<file path="src/design/dssvf_pkg.sv">
// ----------------------------------------------------------------------------
// Double-sampled state variable filter: shared package
// Formats, configuration register indexes, controller and datapath types, and
// the saturation helpers used by the datapath.
// ----------------------------------------------------------------------------
package dssvf_pkg;

  // Sample format Q1.SFRAC, state format Q9.SFRAC, coefficients with
  // COEF_FRAC_BITS fraction bits.
  localparam int SAMPLE_BITS    = 24;
  localparam int COEF_FRAC_BITS = 22;
  localparam int STATE_BITS     = SAMPLE_BITS + 8;
  localparam int SFRAC          = SAMPLE_BITS - 1;

  // Coefficient register widths.
  localparam int FREQ_W  = 23;
  localparam int DAMP_W  = 24;
  localparam int DRIVE_W = 23;

  // Configuration port.
  localparam int CFG_W     = 24;
  localparam int CFG_IDX_W = 2;
  localparam logic [CFG_IDX_W-1:0] REG_FREQ  = CFG_IDX_W'(0);
  localparam logic [CFG_IDX_W-1:0] REG_DAMP  = CFG_IDX_W'(1);
  localparam logic [CFG_IDX_W-1:0] REG_DRIVE = CFG_IDX_W'(2);

  localparam logic [FREQ_W-1:0]  FREQ_RST  = FREQ_W'(1048576);
  localparam logic [DAMP_W-1:0]  DAMP_RST  = DAMP_W'(0);
  localparam logic [DRIVE_W-1:0] DRIVE_RST = DRIVE_W'(2097152);

  // Multiplier sizing. The largest magnitude fed to the first operand is the
  // cube of the band state, 2^(3*(STATE_BITS-1) - 2*SFRAC).
  localparam int MAG_BITS  = 3 * (STATE_BITS - 1) - 2 * SFRAC + 1;
  localparam int LO_BITS   = MAG_BITS / 2;
  localparam int HI_BITS   = MAG_BITS - LO_BITS;
  localparam int BMAG_BITS = STATE_BITS;
  localparam int ACC_BITS  = MAG_BITS + BMAG_BITS;
  localparam int PROD_BITS = MAG_BITS + 2;
  localparam int WIDE_BITS = PROD_BITS + 2;
  localparam int AVG_BITS  = STATE_BITS + 2;

  localparam logic [ACC_BITS-1:0] RND_SF = ACC_BITS'(1) << (SFRAC - 1);
  localparam logic [ACC_BITS-1:0] RND_CF = ACC_BITS'(1) << (COEF_FRAC_BITS - 1);

  typedef logic signed [SAMPLE_BITS-1:0] sample_t;
  typedef logic signed [STATE_BITS-1:0]  state_t;
  typedef logic signed [PROD_BITS-1:0]   prod_t;
  typedef logic signed [WIDE_BITS-1:0]   wide_t;
  typedef logic signed [AVG_BITS-1:0]    avg_t;

  localparam sample_t SAMPLE_MAX = {1'b0, {(SAMPLE_BITS-1){1'b1}}};
  localparam sample_t SAMPLE_MIN = {1'b1, {(SAMPLE_BITS-1){1'b0}}};
  localparam state_t  STATE_MAX  = {1'b0, {(STATE_BITS-1){1'b1}}};
  localparam state_t  STATE_MIN  = {1'b1, {(STATE_BITS-1){1'b0}}};

  // Products of one filter pass, in issue order.
  typedef enum logic [2:0] {
    OP_DAMP_BAND,
    OP_FREQ_BAND,
    OP_BAND_SQ,
    OP_SQ_BAND,
    OP_DRIVE_CUBE,
    OP_FREQ_HIGH
  } op_e;

  typedef enum logic [2:0] {
    ST_IDLE,
    ST_ISSUE,
    ST_WAIT,
    ST_PASS,
    ST_OUT
  } ctrl_state_e;

  typedef struct packed {
    logic load_x;
    logic issue;
    logic apply;
    op_e  op;
    logic save_pass1;
    logic load_out;
  } dp_cmd_t;

  typedef struct packed {
    logic mul_done;
  } dp_status_t;

  // Saturate a wide intermediate to the signed state range.
  function automatic state_t sat_state(input wide_t v);
    logic [WIDE_BITS-STATE_BITS:0] top;
    top = v[WIDE_BITS-1:STATE_BITS-1];
    if ((&top) || !(|top)) begin
      return v[STATE_BITS-1:0];
    end
    return v[WIDE_BITS-1] ? STATE_MIN : STATE_MAX;
  endfunction

  // Halve a sum of two pass values, ties away from zero, then saturate to
  // the sample range. A floor shift already rounds negative ties away.
  function automatic sample_t half_sat(input avg_t s);
    avg_t                   t;
    logic [AVG_BITS-2:0]    h;
    logic [AVG_BITS-SAMPLE_BITS-1:0] top;
    t   = s + avg_t'({{(AVG_BITS-1){1'b0}}, ~s[AVG_BITS-1]});
    h   = t[AVG_BITS-1:1];
    top = h[AVG_BITS-2:SAMPLE_BITS-1];
    if ((&top) || !(|top)) begin
      return h[SAMPLE_BITS-1:0];
    end
    return h[AVG_BITS-2] ? SAMPLE_MIN : SAMPLE_MAX;
  endfunction

endpackage

</file>
<file path="src/design/dssvf_ctrl.sv">
// ----------------------------------------------------------------------------
// Double-sampled state variable filter: controller
// Sequences the six products of each of the two filter passes through the
// shared multiplier and owns the input and output handshakes.
// ----------------------------------------------------------------------------
module dssvf_ctrl (
  input  logic                  clk_i,
  input  logic                  rst_ni,
  input  logic                  in_valid_i,
  output logic                  in_ready_o,
  output logic                  out_valid_o,
  input  logic                  out_ready_i,
  input  dssvf_pkg::dp_status_t status_i,
  output dssvf_pkg::dp_cmd_t    cmd_o
);
  import dssvf_pkg::*;

  ctrl_state_e state_q, state_d;
  op_e         op_q, op_d;
  logic        pass_q, pass_d;
  logic        out_valid_q, out_valid_d;

  always_ff @(posedge clk_i or negedge rst_ni) begin
    if (!rst_ni) begin
      state_q     <= ST_IDLE;
      op_q        <= OP_DAMP_BAND;
      pass_q      <= 1'b0;
      out_valid_q <= 1'b0;
    end else begin
      state_q     <= state_d;
      op_q        <= op_d;
      pass_q      <= pass_d;
      out_valid_q <= out_valid_d;
    end
  end

  always_comb begin
    state_d    = state_q;
    op_d       = op_q;
    pass_d     = pass_q;
    in_ready_o = 1'b0;
    cmd_o      = '0;
    cmd_o.op   = op_q;

    case (state_q)
      ST_IDLE: begin
        in_ready_o = 1'b1;
        if (in_valid_i) begin
          cmd_o.load_x = 1'b1;
          pass_d       = 1'b0;
          op_d         = OP_DAMP_BAND;
          state_d      = ST_ISSUE;
        end
      end
      ST_ISSUE: begin
        cmd_o.issue = 1'b1;
        state_d     = ST_WAIT;
      end
      ST_WAIT: begin
        if (status_i.mul_done) begin
          cmd_o.apply = 1'b1;
          state_d     = ST_ISSUE;
          case (op_q)
            OP_DAMP_BAND:  op_d = OP_FREQ_BAND;
            OP_FREQ_BAND:  op_d = OP_BAND_SQ;
            OP_BAND_SQ:    op_d = OP_SQ_BAND;
            OP_SQ_BAND:    op_d = OP_DRIVE_CUBE;
            OP_DRIVE_CUBE: op_d = OP_FREQ_HIGH;
            default:       state_d = pass_q ? ST_OUT : ST_PASS;
          endcase
        end
      end
      ST_PASS: begin
        cmd_o.save_pass1 = 1'b1;
        pass_d           = 1'b1;
        op_d             = OP_DAMP_BAND;
        state_d          = ST_ISSUE;
      end
      ST_OUT: begin
        if (!out_valid_q || out_ready_i) begin
          cmd_o.load_out = 1'b1;
          state_d        = ST_IDLE;
        end
      end
      default: begin
        state_d = ST_IDLE;
      end
    endcase

    if (cmd_o.load_out) begin
      out_valid_d = 1'b1;
    end else if (out_ready_i) begin
      out_valid_d = 1'b0;
    end else begin
      out_valid_d = out_valid_q;
    end
  end

  assign out_valid_o = out_valid_q;

endmodule

</file>
<file path="config.mk">
export PLATFORM = sky130hd
export DESIGN_NAME = dssvf_ctrl
export DESIGN_NICKNAME = d
export VERILOG_FILES = /design/src/design/dssvf_pkg.sv /design/src/design/dssvf_ctrl.sv
export SDC_FILE = /design/constraint.sdc
export NUM_CORES = 1
export LEC_CHECK = 0
export BUFFER_PORTS_ARGS = -buffer_cell sky130_fd_sc_hd__buf_2
export CAP_MARGIN = 40
export CORE_AREA = 10 10 47 49
export DETAILED_ROUTE_END_ITERATION = 8
export DIE_AREA = 0 0 57 59
export PLACE_DENSITY_LB_ADDON = 0.08
export SLEW_MARGIN = 20
export SYNTH_ARGS = -nofsm -noshare
export SYNTH_HDL_FRONTEND = slang
export SYNTH_SLANG_ARGS = --single-unit
</file>
<file path="constraint.sdc">
create_clock -name clk_i -period 2 [get_ports clk_i]
set_input_delay 0.1 -clock clk_i [delete_from_list [all_inputs] [get_ports clk_i]]
set_output_delay 0.1 -clock clk_i [all_outputs]
set_load 0.02 [all_outputs]
</file>
# Word-level counts from Yosys, hierarchy flattened
# Index checks and enable logic that the tools add are counted.
totals:
  regBits: 8
  output_inout_bits: 10
op_classes:
  eq_ne: 12
  muxes: 23
  n_reduce_logical: 11
ops:
  columns: ["operator", "count"]
  rows:
  - ["one-hot mux 3 bit (5 select lines)", 2]
  - ["2-to-1 mux 3 bit", 7]
  - ["equality test 3 x 2 -> 1 bit, second input constant", 4]
  - ["2-to-1 mux 1 bit", 12]
  - ["one-hot mux 3 bit (3 select lines)", 1]
  - ["equality test 3 x 1 -> 1 bit, second input constant", 2]
  - ["equality test 3 bit, second input constant", 2]
  - ["logical NOT 3 bit", 2]
  - ["inequality test 2 bit, second input constant", 3]
  - ["inequality test 6 bit, second input constant", 1]
  - ["OR reduction 5 bit", 1]
  - ["AND reduction 4 bit", 1]
  - ["nonzero test 2 bit", 2]
  - ["AND reduction 3 bit", 1]
  - ["nonzero test 3 bit", 1]
  - ["one-hot mux 1 bit (2 select lines)", 1]
  - ["AND reduction 2 bit", 1]
  - ["logical NOT 1 bit", 1]
  - ["logical OR 1 bit", 1]

# Longest topological paths before layout
depth:
  word_depth: 5
  mapped_depth: 5

# Worst setup path after synthesis
# Ideal clock, no wire load.
synth_path:
  path_type: "register -> register"
  start: "register state_q[2]"
  end: "register op_q[0]"
  setup_ns: 0.125
  t_arrival_ns: 1.876
  path_slack_ns: -0.001
  stages_incl_launch_ff: 4
  n_path_buf: 0
  synth_period_minus_slack_ns: 2.001
  cell_sequence: "dfrtp_1 > nor4b_1 > a311o_2 > mux2_4"
synth_between:
  elab_chain_cells: 3
  word_cells_on_any_way: 9
  classes_between: "eq/ne: 5; mux: 1; reduce/logical: 3"
synth_lines:
  columns: ["item", "line", "source"]
  rows:
  - ["from (decl)", "dssvf_ctrl.sv:18", "ctrl_state_e state_q, state_d;"]
  - ["from (signal assigned)", "dssvf_ctrl.sv:30", "state_q <= state_d;"]
  - ["equality test 3 x 2 -> 1 bit / logical NOT 3 bit (equally long branches)", "dssvf_ctrl.sv:45", "case (state_q)"]
  - ["inequality test 6 bit (no source line) (tied with other cells)", null, null]
  - ["AND reduction 4 bit (no source line)", null, null]
  - ["to (signal assigned)", "dssvf_ctrl.sv:31", "op_q <= op_d;"]
  - ["to (decl)", "dssvf_ctrl.sv:19", "op_e op_q, op_d;"]
# Parallel ways exist; a longest one is shown, timed or not.
# A chain may end at the register's enable or synchronous reset.

# Worst setup path in the final report
# Ends and elaborated chain as after synthesis.

==> metrics.log <==
[metrics] time the final worst path needs with I/O delays and setup: 1630 ps
[metrics] count of distinct cell types in the synthesized netlist: 30
[metrics] count of H-tree levels built during CTS: 1
[metrics] Setup WS post-layout: 369 ps
[metrics] # hold bufs at CTS: 1
[metrics] root buffer cell: sky130_fd_sc_hd__clkbuf_4
[metrics] cell-by-cell listing of the critical path: and2b_2 > a311o_2 > mux2_4
[metrics] data arrival time at the worst-slack endpoint: 1760 ps
[metrics] Slew Limit Headroom: 74.3%
[metrics] crit path buf inv count: 0
[metrics] number of instances in the synthesized netlist: 53
[metrics] Final Max Tran Viols: 0
[metrics] number of enable flip-flop cells after synthesis: 0
[metrics] worst hold-check path type: input port to flip-flop
[metrics] largest net degree at the start of global routing: 13
[metrics] final hold violations: 0
[metrics] warning count from the yosys run: 0
[metrics] DRC violation count after routing: 0
[metrics] Crit Path Max Fanout: 12
[metrics] startpoint type of the worst setup path: flip-flop
[metrics] Routability Congestion: 0.747
[metrics] power per standard cell area: 1380 nW/um2
[metrics] n_diodes: 0
[metrics] number of I/O pins: 15
[metrics] transition time at the pin with the least slew margin: 376 ps
[metrics] Layout fillers: 152
[metrics] Initial Utilization: 37.1%
[metrics] Netlist Area Pre-Place: 519 um2
[metrics] maximum vdd ir drop: 0.558 mV
[metrics] area of the die: 3360 um2
[metrics] sequential cell area fraction in the yosys report: 38.6%
[metrics] top_reg_cell synth: sky130_fd_sc_hd__dfrtp_1
[metrics] routed wirelength normalized by instance count: 13.9 um
[metrics] pre-CTS setup slack: 389 ps
[metrics] initial antenna violation count: 0
[metrics] top achievable clock speed: 0.613 GHz
[metrics] final net count: 74
[metrics] worst clock skew: 7.86 ps
[metrics] Finished Core Util: 44.0%
[metrics] global-route wire length before repair: 1990 um
[metrics] Sink Count: 8
[metrics] post-CTS sizing: 0
[metrics] worst path required time: 2130 ps
[metrics] Die Height: 59 um
[metrics] status: finished, final reports clean
[metrics] number of vias in the routed layout: 429
[metrics] Placement Rows: 14
[metrics] number of iterations in the first detailed-routing pass: 3
[metrics] setup repair after global routing missed its margin: false
[metrics] total overflow reported by the global router: 0
[metrics] per-instance average area after synthesis: 9.80 um2
[metrics] Inserted Clock Buffers: 3
[metrics] area of the core: 1400 um2
[metrics] endpoints failing setup: 0
[metrics] TritonCTS clock tree: done
[metrics] async set-reset flop share out of synthesis: 100%
[metrics] share of final-layout standard cells stronger than drive strength 1: 38.8%
[metrics] post-CTS setup buffer count: 0
[metrics] synthesis-stage register bit count: 8
[metrics] Antenna Nets Post-Route: 0
[metrics] Worst Setup End Kind: flip-flop
[metrics] all-layer global routing usage: 7.18%
[metrics] cell family contributing the most delay on the critical path: flip-flops
[metrics] horizontal die dimension: 57 um
[metrics] CTS Buffer Depth: 2
[metrics] area added between synthesis and finish: 18.8%
[metrics] Via-to-Cell Ratio: 5.17
[metrics] total negative setup slack: 0 ps
[metrics] total wirelength of the detailed-routed design: 1150 um
[metrics] delay of the slowest critical-path stage: 530 ps
[metrics] number of maximum-capacitance violations: 0
[metrics] kind of critical path: flip-flop to flip-flop
[metrics] clock latency of the later-clocked register in the worst-skew pair: 250 ps
[metrics] final period utilization: 81.5%
[metrics] hpwl dp: 873 um
[metrics] count of routing violations after the opening detailed-route iteration: 3
[metrics] cell with the largest stage delay on the worst path: sky130_fd_sc_hd__dfrtp_1
[metrics] number of global-route vias before repair: 435
[metrics] static leakage: 0.296 nW
[metrics] Mapped Nets: 58
[metrics] clock-pin slew reported for the worst setup and hold paths after clock tree synthesis: 60 ps
[metrics] IO Port Bufs: 14
per-layer routing:
layer	routed length [um]	vias up	global-route usage, %
li1	-	220	-
met1	578	196	9.21
met2	461	11	9.61
met3	102	2	3.86
met4	10	0	3.02
met5	0	-	0
where the power goes:
part           leakage, nW  internal, mW  switching (mW)
logic                0.178         0.205           0.212
registers            0.104         0.209           0.101
clock network       0.0138        0.0685          0.0524
total                0.296         0.483           0.366
final cells by class:
| cell class | count | area, um2 | area share (%) |
|---|---|---|---|
| Timing Repair Buffer | 16 | 87.6 | 14.2 |
| Sequential cell | 8 | 200 | 32.5 |
| Multi-Input combinational cell | 37 | 275 | 44.6 |
| Clock buffer | 3 | 22.5 | 3.65 |
| Inverter | 3 | 11.3 | 1.83 |
| Tap cell | 16 | 20.0 | 3.25 |
synth_stat cells, drive strengths merged, types with 2 or more instances:
cell / number / area (um2)
a21oi: 2 / 10.0
and2b: 2 / 17.5
buf: 5 / 38.8
dfrtp: 8 / 200
inv: 3 / 11.3
nor2: 6 / 22.5
nor2b: 5 / 31.3
nor4b: 2 / 23.8
o21ai: 2 / 10.0
stage by stage:
step	cell area, um2	std cells	power, mW	hold slack [ps]
4_1_cts	617	83	0.859	149
5_1_grt	617	83	0.918	181
3_3_place_gp	584	79	0.739	-39.3
6_report	617	83	0.849	155
3_5_place_dp	584	79	0.733	-43.4
2_1_floorplan	526	53	0.641	-196
worst min-delay path, stage by stage:
cell and delay, ps:
sky130_fd_sc_hd__buf_2 70, sky130_fd_sc_hd__nor2b_1 50, sky130_fd_sc_hd__nand3b_1 80, sky130_fd_sc_hd__a21oi_1 60
cells in the final DEF (no fill, tap or decap), drive strengths merged, types with 2 or more instances in the layout:
cell and n:
inv 3, dfrtp 8, clkbuf 3, buf 15
o21ai 2, and2b 2, nor4b 2, nor2b 5
nor2 6, a21oi 2
registers in the layout, indices dropped and copies added, names as in the netlist:
register     count
op_q             3
out_valid_o      1
pass_q           1
state_q          3
path summary, 6_finish.rpt:
check | from | to | slack, ps | cells past startpoint
max | state_q[2] | op_q[0] | 370 | 3
min | out_ready_i | state_q[2] | 150 | 4
max reg2reg | state_q[2] | op_q[0] | 370 | 3
min reg2reg | pass_q | pass_q | 560 | 2
max in group asynchronous | rst_ni | op_q[2] | 1600 | 2
min in group asynchronous | rst_ni | state_q[0] | 220 | 2
cells by family after synthesis:
| kind of cell | count (synthesis) | share of synthesized area (%) |
|---|---|---|
| AND/OR/NAND/NOR | 24 | 31.3 |
| AO/OA/AOI/OAI | 11 | 15.7 |
| flip-flops | 8 | 38.6 |
| buffers and inverters | 8 | 9.64 |
| multiplexers | 2 | 4.82 |
(Power assumes the default switching activity.)
